==> src/hw/rtl/assert_macros.svh <==
// assertion macros shared by the rtl modules
`ifndef ASSERT_MACROS_SVH
`define ASSERT_MACROS_SVH

`ifndef SYNTHESIS

// property must hold at every clock edge outside reset
`define ASSERT_ALWAYS(name, clk, rst, prop) \
  name: assert property (@(posedge clk) disable iff (rst) (prop)) \
    else $error("assertion failed");

// condition must never be seen outside reset
`define ASSERT_NEVER(name, clk, rst, cond) \
  `ASSERT_ALWAYS(name, clk, rst, !(cond))

`else

`define ASSERT_ALWAYS(name, clk, rst, prop)

`define ASSERT_NEVER(name, clk, rst, cond)

`endif

`endif

==> src/hw/rtl/lap3_pkg.sv <==
// shared constants and types for the laplacian filter
package lap3_pkg;

  localparam int PIX_W      = 8;
  localparam int ROW_W      = 12;
  localparam int COL_W      = 11;
  localparam int CFG_W      = 12;
  localparam int CFG_IDX_W  = 1;
  localparam int MAX_WIDTH  = 2048;
  localparam int ADDR_W     = $clog2(MAX_WIDTH);
  localparam int BORDER     = 2;
  localparam int NRES       = 4;
  localparam int MIN_DIM    = 5;
  localparam int LAP_W      = PIX_W + 3;

  localparam logic [CFG_IDX_W-1:0] REG_IMAGE_WIDTH  = CFG_IDX_W'(0);
  localparam logic [CFG_IDX_W-1:0] REG_IMAGE_HEIGHT = CFG_IDX_W'(1);

  localparam logic [CFG_W-1:0] WIDTH_RESET  = CFG_W'(640);
  localparam logic [CFG_W-1:0] HEIGHT_RESET = CFG_W'(480);

  // result slots in emission order
  localparam int RES_CENTER = 0;
  localparam int RES_RIGHT  = 1;
  localparam int RES_BELOW  = 2;
  localparam int RES_CORNER = 3;

  typedef struct packed {
    logic [PIX_W-1:0] pixel;
    logic [PIX_W-1:0] up2;
    logic [PIX_W-1:0] up1;
    logic [ROW_W-1:0] row;
    logic [COL_W-1:0] col;
    logic [NRES-1:0]  mask;
    logic             inner;
  } job_t;

endpackage

==> src/hw/rtl/lap3_emit.sv <==
// window registers, laplacian kernel and result sequencer with output register
`include "assert_macros.svh"

module lap3_emit (
  input  logic                       clk,
  input  logic                       rst,
  input  logic                       job_valid,
  output logic                       job_ready,
  input  lap3_pkg::job_t             job,
  output logic                       out_valid,
  input  logic                       out_ready,
  output logic [lap3_pkg::PIX_W-1:0] out_pixel,
  output logic [lap3_pkg::ROW_W-1:0] out_row,
  output logic [lap3_pkg::COL_W-1:0] out_col,
  output logic                       last_of_run,
  output logic                       frame_done
);
  import lap3_pkg::*;

  logic [PIX_W-1:0] win [9];
  logic [NRES-1:0]  pend;
  logic [ROW_W-1:0] row;
  logic [COL_W-1:0] col;
  logic             inner;

  logic [NRES-1:0]  low_bit;
  logic [NRES-1:0]  pend_next;
  logic             take;
  logic             load;
  logic [LAP_W-1:0] nsum;
  logic [LAP_W-1:0] ctr8;
  logic [LAP_W-1:0] diff;
  logic [PIX_W-1:0] lap;
  logic [PIX_W-1:0] sel_pixel;
  logic [ROW_W-1:0] sel_row;
  logic [COL_W-1:0] sel_col;
  logic             sel_done;

  assign low_bit   = pend & (~pend + NRES'(1));
  assign pend_next = pend & ~low_bit;
  assign take      = (pend != '0) && (!out_valid || out_ready);
  assign job_ready = (pend == '0) || (take && (pend_next == '0));
  assign load      = job_valid && job_ready;

  // eight-neighbour kernel, clamped to pixel range
  always_comb begin
    nsum = '0;
    for (int k = 0; k < 9; k++) begin
      if (k != 4) begin
        nsum = nsum + LAP_W'(win[k]);
      end
    end
    ctr8 = {win[4], 3'b000};
    diff = ctr8 - nsum;
    if (nsum > ctr8) begin
      lap = '0;
    end else if (diff > LAP_W'(255)) begin
      lap = '1;
    end else begin
      lap = diff[PIX_W-1:0];
    end
  end

  always_comb begin
    sel_pixel = win[8];
    sel_row   = row;
    sel_col   = col;
    sel_done  = 1'b0;
    if (pend[RES_CENTER]) begin
      sel_pixel = inner ? lap : win[4];
      sel_row   = row - ROW_W'(1);
      sel_col   = col - COL_W'(1);
    end else if (pend[RES_RIGHT]) begin
      sel_pixel = win[5];
      sel_row   = row - ROW_W'(1);
    end else if (pend[RES_BELOW]) begin
      sel_pixel = win[7];
      sel_col   = col - COL_W'(1);
    end else begin
      sel_done  = 1'b1;
    end
  end

  always_ff @(posedge clk) begin
    if (rst) begin
      pend <= '0;
      for (int k = 0; k < 9; k++) begin
        win[k] <= '0;
      end
    end else if (load) begin
      pend <= job.mask;
      for (int k = 0; k < 3; k++) begin
        win[k*3]   <= win[k*3+1];
        win[k*3+1] <= win[k*3+2];
      end
      win[2] <= job.up2;
      win[5] <= job.up1;
      win[8] <= job.pixel;
    end else if (take) begin
      pend <= pend_next;
    end
  end

  always_ff @(posedge clk) begin
    if (load) begin
      row   <= job.row;
      col   <= job.col;
      inner <= job.inner;
    end
  end

  // output register
  always_ff @(posedge clk) begin
    if (rst) begin
      out_valid <= 1'b0;
    end else if (take) begin
      out_valid <= 1'b1;
    end else if (out_ready) begin
      out_valid <= 1'b0;
    end
  end

  always_ff @(posedge clk) begin
    if (take) begin
      out_pixel   <= sel_pixel;
      out_row     <= sel_row;
      out_col     <= sel_col;
      last_of_run <= (pend_next == '0);
      frame_done  <= sel_done;
    end
  end

  `ASSERT_ALWAYS(a_done_is_last, clk, rst, out_valid && frame_done |-> last_of_run)
  `ASSERT_ALWAYS(a_pend_shrinks, clk, rst,
    (pend != '0) && !load |=> ((pend & ~$past(pend)) == '0))
  `ASSERT_ALWAYS(a_take_fills, clk, rst, take |=> out_valid)

endmodule
==> config.mk <==
export PLATFORM = sky130hd
export DESIGN_NAME = lap3_emit
export DESIGN_NICKNAME = d
export VERILOG_FILES = /design/src/hw/rtl/lap3_pkg.sv /design/src/hw/rtl/lap3_emit.sv
export VERILOG_INCLUDE_DIRS = /design/src /design/src/hw/rtl
export SDC_FILE = /design/constraint.sdc
export NUM_CORES = 1
export LEC_CHECK = 0
export BUFFER_PORTS_ARGS = -buffer_cell sky130_fd_sc_hd__buf_2
export CORE_MARGIN = 5
export CORE_UTILIZATION = 45
export DETAILED_ROUTE_END_ITERATION = 8
export GPL_ROUTABILITY_DRIVEN = 0
export PLACE_DENSITY_LB_ADDON = 0.3
export SKIP_LAST_GASP = 1
export SYNTH_ARGS = -nofsm -noshare
export SYNTH_HDL_FRONTEND = slang
export SYNTH_SLANG_ARGS = --single-unit
==> constraint.sdc <==
create_clock -name clk -period 7.17 [get_ports clk]
set_input_delay 1.434 -clock clk [delete_from_list [all_inputs] [get_ports clk]]
set_output_delay 1.434 -clock clk [all_outputs]
set_load 0.03 [all_outputs]
==> results_dict.tcl, run 1 <==
set metrics [dict create \
    required_ns 7.32 \
    grt_max_degree 45 \
    grt_pass1_wl_um 23610 \
    status "completed" \
    hold_viol_final 0 \
    synth_area_um2 7387 \
    syn_avg_cell_area_um2 12.63 \
    die_w_um 138.1 \
    multiInputGateArea_um2 2912 \
    end_kind "flip-flop" \
    drc_errors 0 \
    pin_count 91 \
    cts_tree "yes" \
    grt_use_total 0.1545 \
    tns_ns 0 \
    leakagePower_nw 3.655 \
    netlist_top_cells_count "129 x edfxtp_1, 99 x inv_1, 73 x and2_1" \
    cts_root_buf "clkbuf_16" \
    via_per_inst 4.838 \
    peakVddDrop_mv 0.3252 \
    synth_cells 585 \
    rsz0062_at_grt "no" \
    ys_types 47 \
    clock.fmax_mhz 170.7 \
    antenna_found_initial 1 \
    fin_ws_ns 1.311 \
    dp_worst_setup_slack_ns 1.324 \
    dieHeight_um 138.1 \
    area_growth_pct 16.01 \
    std_cell_rows 46 \
    min_path_type "flip-flop to flip-flop" \
    synthAdderAreaFrac 0.1679 \
    ys_top_cells_by_area "edfxtp_1 52%, fa_1 13%, and2_1 6.2%" \
    clock_skew_ns 0.007064 \
    clock_latency_ns 0.42 \
    wire_per_inst_um 15.36 \
    path_clk_slew_ns 0.06 \
    crit_path_cell_trace "inv_1 -> fa_1 -> inv_1 -> fa_1 -> fa_1 -> inv_1 -> fa_1 -> inv_1 -> ha_1 -> a21o_1 -> a21oi_1 -> nor2b_1 -> o21a_1 -> o41ai_1 -> xor2_1 -> ha_1 -> a21oi_1 -> o21ai_0 -> a21oi_1 -> xnor2_1 -> nor3_1 -> a22oi_1" \
    htree_levels 4 \
    critical_path_peak_fanout 5 \
    first_pass_iters 4 \
    drt_iter0_markers 275 \
    synthSimpleGateAreaFrac 0.1175 \
    regArea_um2 3974 \
    muxShareOfSynthArea 0.008130 \
    synth_top_family_by_area "adder cells" \
    yosys_warnings 0 \
    core_area_um2 16000 \
    period_share 0.8172 \
    worst_ep_arrival_time_ns 6.01 \
    finalCriticalPeriod_ns 5.859 \
    yosysSeqAreaShare 0.5379 \
    nets 807 \
    yosysTopAreaCell "edfxtp_1" \
    cts_sinks 134 \
    slowest_stage "fa_1" \
    grt_overflow 0 \
    startpoint_type "flip-flop" \
    critPathMaxStageDelay_ns 0.55 \
    start_util 0.4617 \
    die_area_um2 19080 \
    drive_gt1_frac 0.1873 \
    reg2regPathDepth 22 \
    cts_hold_buf 0 \
    synthXorXnorAreaFrac 0.04268 \
    cts_buffers 17 \
    synth_nets 711 \
    num_vias 4407 \
    port_buffers 90 \
    antenna_left 0 \
    fillers 1418 \
    whs_path_depth 2 \
    finalSetupViolations 0 \
    routed_wl_um 13990 \
    slew_violations 0 \
    synth-compound-area-share 0.05759 \
    cts_setup_buffers 0 \
    maxCapViolCount 0 \
    worstMarginPinSlew_ns 1.017 \
    hpwlAfterDp_um 10130 \
    synth.ff_latch_count 134 \
    synth_ff_type "edfxtp_1" \
    cts_resized 0 \
    powerDensity_nw_per_um2 433.9 \
    max-slew-margin-rel 0.3208 \
    async_flop_share 0 \
    post-synth-top-count-cell "edfxtp_1" \
    synth_edf_count 129 \
    synth_top_cell_area_share 0.5244 \
    cts_max_path_buffers 2 \
    worstSetupPathType "flip-flop to flip-flop" \
    grt_pass1_vias 4748 \
]
-- placed cells by master, fill, tap and decap left out, drive strengths merged, types with 2 or more instances in the layout --
cell / n
a211oi: 8
a21o: 5
a21oi: 22
a22oi: 6
a2bb2oi: 4
and2: 76
buf: 94
clkbuf: 18
clkinv: 8
dfxtp: 5
edfxtp: 129
fa: 47
ha: 23
inv: 104
mux2i: 6
nand2: 15
nand2b: 4
nor2: 26
nor2b: 4
nor3: 11
nor3b: 2
nor4: 7
o21ai: 11
o21bai: 2
o22ai: 2
or2: 2
or3: 3
xnor2: 16
xor2: 20
-- path summary, 6_finish.rpt --
check	start	end	slack, ns
max reg2reg	win[3][3]	out_pixel[2]	1.31
min	pend[3]	pend[3]	0.53
max	win[3][3]	out_pixel[2]	1.31
min reg2reg	pend[3]	pend[3]	0.53
-- where the power goes --
group | leakage [nW] | internal, mW | switching (mW)
combinational | 2.00 | 0.781 | 1.12
clock | 0.273 | 0.479 | 0.341
sequential | 1.38 | 0.954 | 0.0461
-- registers in the layout, summed over array words and instances, names as in the netlist, 4 cells and up --
name,cells
row,12
col,11
win,72
out_col,11
out_pixel,8
out_row,12
pend,4
-- kinds of logic (layout without fill, tap and decap cells) --
logic type	Yosys count	in the layout
muxes	6	6
buffers and inverters	117	226
adders and majority gates	71	71
DFF	134	134
xor gates and xnor gates	36	36
and+or+nand+nor	155	155
AOI/OAI and AO/OA	66	66
other	0	1
-- per-stage QoR --
stage          hold slack, ns  instance area, um^2  power (mW)    util  cells
2_1_floorplan          0.4770                 7387       2.536       -    585
3_3_place_gp           0.4948                 8011       2.835  0.5007    878
3_5_place_dp           0.5164                 8011       2.886  0.5007    878
4_1_cts                0.5249                 8567       3.721  0.5354    910
5_1_grt                0.5628                 8569       4.034  0.5356    911
6_report               0.5299                 8569       3.718  0.5356    911
-- metal layers --
metal | global-route usage | wire, um | vias up | share of wire
li1 | - | - | 2142 | -
met4 | 0.06396 | 312 | 0 | 0.022
met2 | 0.2595 | 7106 | 88 | 0.51
met5 | 0 | 0 | - | 0
met3 | 0.03759 | 504 | 25 | 0.036
met1 | 0.1919 | 6067 | 2152 | 0.43
-- cell type report --
type | count | share of cell area
Multi-Input combinational cell | 334 | 0.3398
Antenna cell | 1 | 0.0002920
Timing Repair Buffer | 94 | 0.05607
Sequential cell | 134 | 0.4637
Clock inverter | 14 | 0.01475
Tap cell | 216 | 0.03154
Clock buffer | 18 | 0.05008
Inverter | 100 | 0.04380
-- worst max-delay path: cells and delay by family, from the launching register on --
kind                     cells  cell delay, ns
AND/OR/NAND/NOR              2            0.53
buffers and inverters        4            0.24
flip-flops                   1            0.32
XOR/XNOR                     2            0.34
adder cells (fa/ha/maj)      6            2.70
AO/OA/AOI/OAI                8            1.46
Power figures use the tool's default switching activity.
==> inputs of run 2 (changes only) <==
clock period = 6 ns   (was 7.17 ns; I/O delays follow)
==> run 2 against run 1 <==
Compared with the run above: combinational power rose by 28%; count of clock-buffer cells in the layout did not move; hold slack improved by 0.0057 ns; fmax rose by 2.7%; largest power group unchanged; global-route usage rose by 0.15 points; non-clock buffer count did not move; die area did not move; core utilization rose by 0.63 points; via count rose by 0.52%; power rose by 26%; cell count did not move.
==> results_dict.tcl, run 2 (synthesized netlist as in run 1, its figures left out) <==
set metrics [dict create \
    rsz0062_at_grt "yes" \
    antenna_found_initial 1 \
    peakVddDrop_mv 0.4569 \
    drc_errors 0 \
    cts_setup_buffers 0 \
    via_per_inst 4.863 \
    nets 807 \
    final_cell_mix "129 x edfxtp_1, 99 x inv_1, 90 x buf_2" \
    cts_tree "yes" \
    area_growth_pct 17.36 \
    drive_gt1_frac 0.2017 \
    critical_path_peak_fanout 6 \
    routed_wl_um 14220 \
    hold_viol_final 0 \
    grt_max_degree 73 \
    grt_pass1_wl_um 23710 \
    clock_latency_ns 0.42 \
    antenna_left 0 \
    die_w_um 138.1 \
    dieHeight_um 138.1 \
    maxCapViolCount 0 \
    cts_hold_buf 0 \
    cts_buffers 17 \
    path_clk_slew_ns 0.06 \
    status "completed" \
    first_pass_iters 4 \
    clock_skew_ns 0.008685 \
    required_ns 6.15 \
    min_path_type "flip-flop to flip-flop" \
    start_util 0.4617 \
    cts_max_path_buffers 2 \
    cts_sinks 134 \
    finalCriticalPeriod_ns 5.706 \
    num_vias 4430 \
    end_kind "flip-flop" \
    startpoint_type "flip-flop" \
    worstMarginPinSlew_ns 0.9336 \
    finalSetupViolations 0 \
    grt_pass1_vias 4842 \
    drt_iter0_markers 187 \
    port_buffers 90 \
    regMostFlops "win" \
    std_cell_rows 46 \
    grt_use_total 0.1560 \
    slew_violations 0 \
    htree_levels 4 \
    top_regs "win (72), out_row (12), row (12)" \
    die_area_um2 19080 \
    pin_count 91 \
    mostFrequentLayoutCell "edfxtp_1" \
    period_share 0.9510 \
    cts_root_buf "clkbuf_16" \
    tns_ns 0 \
    wire_per_inst_um 15.61 \
    max-slew-margin-rel 0.3767 \
    core_area_um2 16000 \
    grt_overflow 0 \
    clock.fmax_mhz 175.3 \
    hpwlAfterDp_um 10070 \
    powerDensity_nw_per_um2 540.9 \
    hold_ws_ns 0.5356 \
    leakagePower_nw 3.688 \
    largest_reg_flops 72 \
    worst_ep_arrival_time_ns 5.85 \
    worstSetupPathType "flip-flop to flip-flop" \
]
==> run 2: changes by cell type in the layout (fill, tap and decap cells not counted), sizes merged <==
cell / before / now
bufinv: 1 / 3
clkinv: 8 / 6
clkinvlp: 1 / 2
inv: 104 / 103
==> run 2: where the power goes <==
| group | internal [mW] | switching (mW) | leakage, nW | total [mW] |
|---|---|---|---|---|
| clock | 0.658 | 0.404 | 0.291 | 1.06 |
| combinational | 1.01 | 1.42 | 2.01 | 2.43 |
| sequential | 1.14 | 0.0557 | 1.38 | 1.20 |
| total | 2.81 | 1.88 | 3.69 | 4.69 |
==> run 2: area by class of cell <==
class / count / area (um^2)
sequential: 134 / 3974
multi-input combinational: 334 / 2962
tap: 216 / 270.3
antenna: 1 / 2.502
clock buffer: 18 / 429.2
inverter: 100 / 375.4
timing repair buffer: 94 / 480.5
clock inverter: 14 / 176.4
fill: 1374 / 7331
==> run 2: repair_timing <==
action | CTS | global route
gates resized for setup | 0 | 10
endpoints found under the hold margin | 0 | 0
endpoints found under the setup margin | 0 | 8
==> run 2: stage by stage <==
step	instances	cell area (um^2)	power, mW	util	setup slack, ns
after floorplan	585	7387	3.031	-	0.6288
after global placement	878	8011	3.383	0.5007	0.3439
after detailed placement	878	8011	3.455	0.5007	0.1607
after CTS	910	8617	4.538	0.5386	0.1236
after global routing	911	8670	5.073	0.5418	-0.08951
final	911	8670	4.690	0.5418	0.2940
==> run 2: layer usage <==
metal / up-vias / wire, um / part of all wire / GRT usage
met5: - / 0 / 0 / 0
met4: 0 / 378 / 0.027 / 0.07176
met3: 29 / 596 / 0.042 / 0.03655
met2: 96 / 7331 / 0.52 / 0.2698
met1: 2163 / 5918 / 0.42 / 0.1849
li1: 2142 / - / - / -
==> run 2: critical path: stages (launching register included) <==
cell      delay [ns]
edfxtp_1        0.38
inv_1           0.07
fa_1            0.48
inv_1           0.06
fa_1            0.50
fa_1            0.55
inv_1           0.06
fa_1            0.54
inv_1           0.07
ha_1            0.29
a21o_1          0.15
a21oi_1         0.22
nor2b_1         0.08
o21a_1          0.20
nor2_1          0.12
xor2_1          0.17
ha_2            0.33
and3_1          0.19
a311oi_1        0.32
xnor2_1         0.20
nor3_2          0.31
a22oi_1         0.13
==> run 2: path summary, 6_finish.rpt <==
kind         startpoint           end  slack (ns)  depth (start not counted)
max           win[8][3]  out_pixel[2]        0.29                         21
max reg2reg   win[8][3]  out_pixel[2]        0.29                         21
min             pend[3]       pend[3]        0.54                          2
min reg2reg     pend[3]       pend[3]        0.54                          2
==> inputs of run 3 (changes only) <==
CORE_UTILIZATION = 50   (was 45)
==> run 3 against run 2 <==
Compared with the run above: largest cell class unchanged; highest routed layer unchanged; die area is 9.3% lower; cell area is 0.78% lower; critical endpoint is now out_pixel[6]; register-to-register slack hardly changed; hold slack worse by 0.021 ns; critical path depth stayed put; fmax hardly changed.
==> results_dict.tcl, run 3 (synthesized netlist as in run 1, its figures left out) <==
set metrics [dict create \
    clock_latency_ns 0.41 \
    end_kind "flip-flop" \
    cts_buffers 17 \
    cts_root_buf "clkbuf_16" \
    die_area_um2 17310 \
    worstSetupPathType "flip-flop to flip-flop" \
    powerDensity_nw_per_um2 540.9 \
    power_switching_mw 1.869 \
    rsz0062_at_grt "yes" \
    cts_sinks 134 \
    peakVddDrop_mv 0.4936 \
    critPathMaxStageDelay_ns 0.54 \
    hpwlAfterDp_um 9880 \
    p_seq_frac 0.257 \
    area_growth_pct 16.45 \
    finalCriticalPeriod_ns 5.709 \
    slowest_stage "fa_1" \
    dpl.cell_count 845 \
    clock_skew_ns 0.007841 \
    power.share.switching 0.4018 \
    cpLargestDelayFamily "adder cells" \
    cts_resized 0 \
    min_path_type "flip-flop to flip-flop" \
    cts_setup_buffers 0 \
    via_per_inst 5.063 \
    routed_wl_um 13880 \
    crit_buf_inv 4 \
    drc_errors 0 \
    cts_hold_buf 0 \
    htree_levels 4 \
    core_area_um2 14530 \
    antenna_left 0 \
    worst_ep_arrival_time_ns 5.86 \
    drt_iter0_markers 260 \
    p_int_mw 2.784 \
    grt_use_total 0.1649 \
    hold_ws_ns 0.5143 \
    slew_violations 0 \
    path_clk_slew_ns 0.05 \
    cts_tree "yes" \
    startpoint_type "flip-flop" \
    cts_max_path_buffers 2 \
    pin_count 91 \
    first_pass_iters 5 \
    final_cells 877 \
    tns_ns 0 \
    max-slew-margin-rel 0.3636 \
    grt_max_degree 73 \
    status "completed" \
    nets 806 \
    required_ns 6.15 \
    grt_pass1_vias 4593 \
    std_cell_rows 44 \
    p_clk_frac 0.225 \
    critical_path_peak_fanout 6 \
    grt_pass1_wl_um 23030 \
    top_regs "win (72), out_row (12), row (12)" \
    p_total_mw 4.653 \
    die_w_um 131.6 \
    drive_gt1_frac 0.1905 \
    port_buffers 90 \
    crit_path_cell_trace "inv_1 -> fa_1 -> inv_1 -> fa_1 -> fa_1 -> inv_1 -> fa_1 -> inv_1 -> ha_1 -> a21o_1 -> a21oi_1 -> nor2b_1 -> o21a_1 -> nor2_1 -> xor2_1 -> ha_1 -> and3_1 -> a311oi_1 -> xnor2_1 -> nor4_1 -> o21ai_1" \
    multiInputGateArea_um2 2954 \
    leakagePower_nw 3.677 \
    period_share 0.9515 \
    regMostFlops "win" \
    grt_overflow 0 \
    pwr-share-comb 0.517 \
    finalSetupViolations 0 \
    num_vias 4440 \
    maxCapViolCount 0 \
    antenna_found_initial 0 \
    largest_reg_flops 72 \
    wire_per_inst_um 15.82 \
    dieHeight_um 131.6 \
    regArea_um2 3974 \
    start_util 0.5083 \
    final_cell_mix "129 x edfxtp_1, 99 x inv_1, 90 x buf_2" \
    worstMarginPinSlew_ns 0.9546 \
    mostFrequentLayoutCell "edfxtp_1" \
    fillers 1183 \
    hold_viol_final 0 \
    clock.fmax_mhz 175.2 \
    antennaDiodeCount 0 \
]
[run 3: stage by stage]
stage	setup WS, ns	utilization	cell area [um^2]
6_report	0.2911	0.5919	8602
5_1_grt	-0.04930	0.5919	8602
4_1_cts	0.1816	0.5893	8564
3_5_place_dp	0.1936	0.5483	7969
3_3_place_gp	0.3469	0.5483	7969
2_1_floorplan	0.6288	-	7387
[run 3: tightest hold or removal path: stages (launching register included)]
cell     delay, ns
dfxtp_1       0.33
o31ai_1       0.07
a21oi_1       0.06
[run 3: path summary, 6_finish.rpt]
path / start / to / slack [ns] / cells after the start
worst min register to register: pend[3] / pend[3] / 0.51 / 2
worst max register to register: win[3][3] / out_pixel[6] / 0.29 / 21
worst min-delay path: pend[3] / pend[3] / 0.51 / 2
worst max-delay path: win[3][3] / out_pixel[6] / 0.29 / 21
[run 3: layout make-up]
cell class                 instances  share of cell area
sequential                       134              0.4620
multi-input combinational        334              0.3434
timing repair buffer              93             0.05498
clock buffer                      24             0.05484
inverter                         100             0.04364
tap                              184             0.02676
clock inverter                     8             0.01440
[run 3: power groups by stage]
| stage | Combinational, mW | Clock, mW | Sequential (mW) |
|---|---|---|---|
| 6_report | 2.41 | 1.05 | 1.20 |
| 5_1_grt | 2.70 | 1.10 | 1.21 |
| 4_1_cts | 2.27 | 1.06 | 1.20 |
| 3_5_place_dp | 2.24 | 0 | 1.22 |
| 3_3_place_gp | 2.17 | 0 | 1.21 |
| 2_1_floorplan | 1.77 | 0 | 1.26 |
[run 3: per-layer routing]
| metal | vias up | routed length [um] | global-route usage |
|---|---|---|---|
| met1 | 2181 | 6206 | 0.2178 |
| li1 | 2143 | - | - |
| met4 | 0 | 204 | 0.05714 |
| met3 | 17 | 531 | 0.03555 |
| met2 | 99 | 6934 | 0.2717 |
| met5 | - | 0 | 0 |
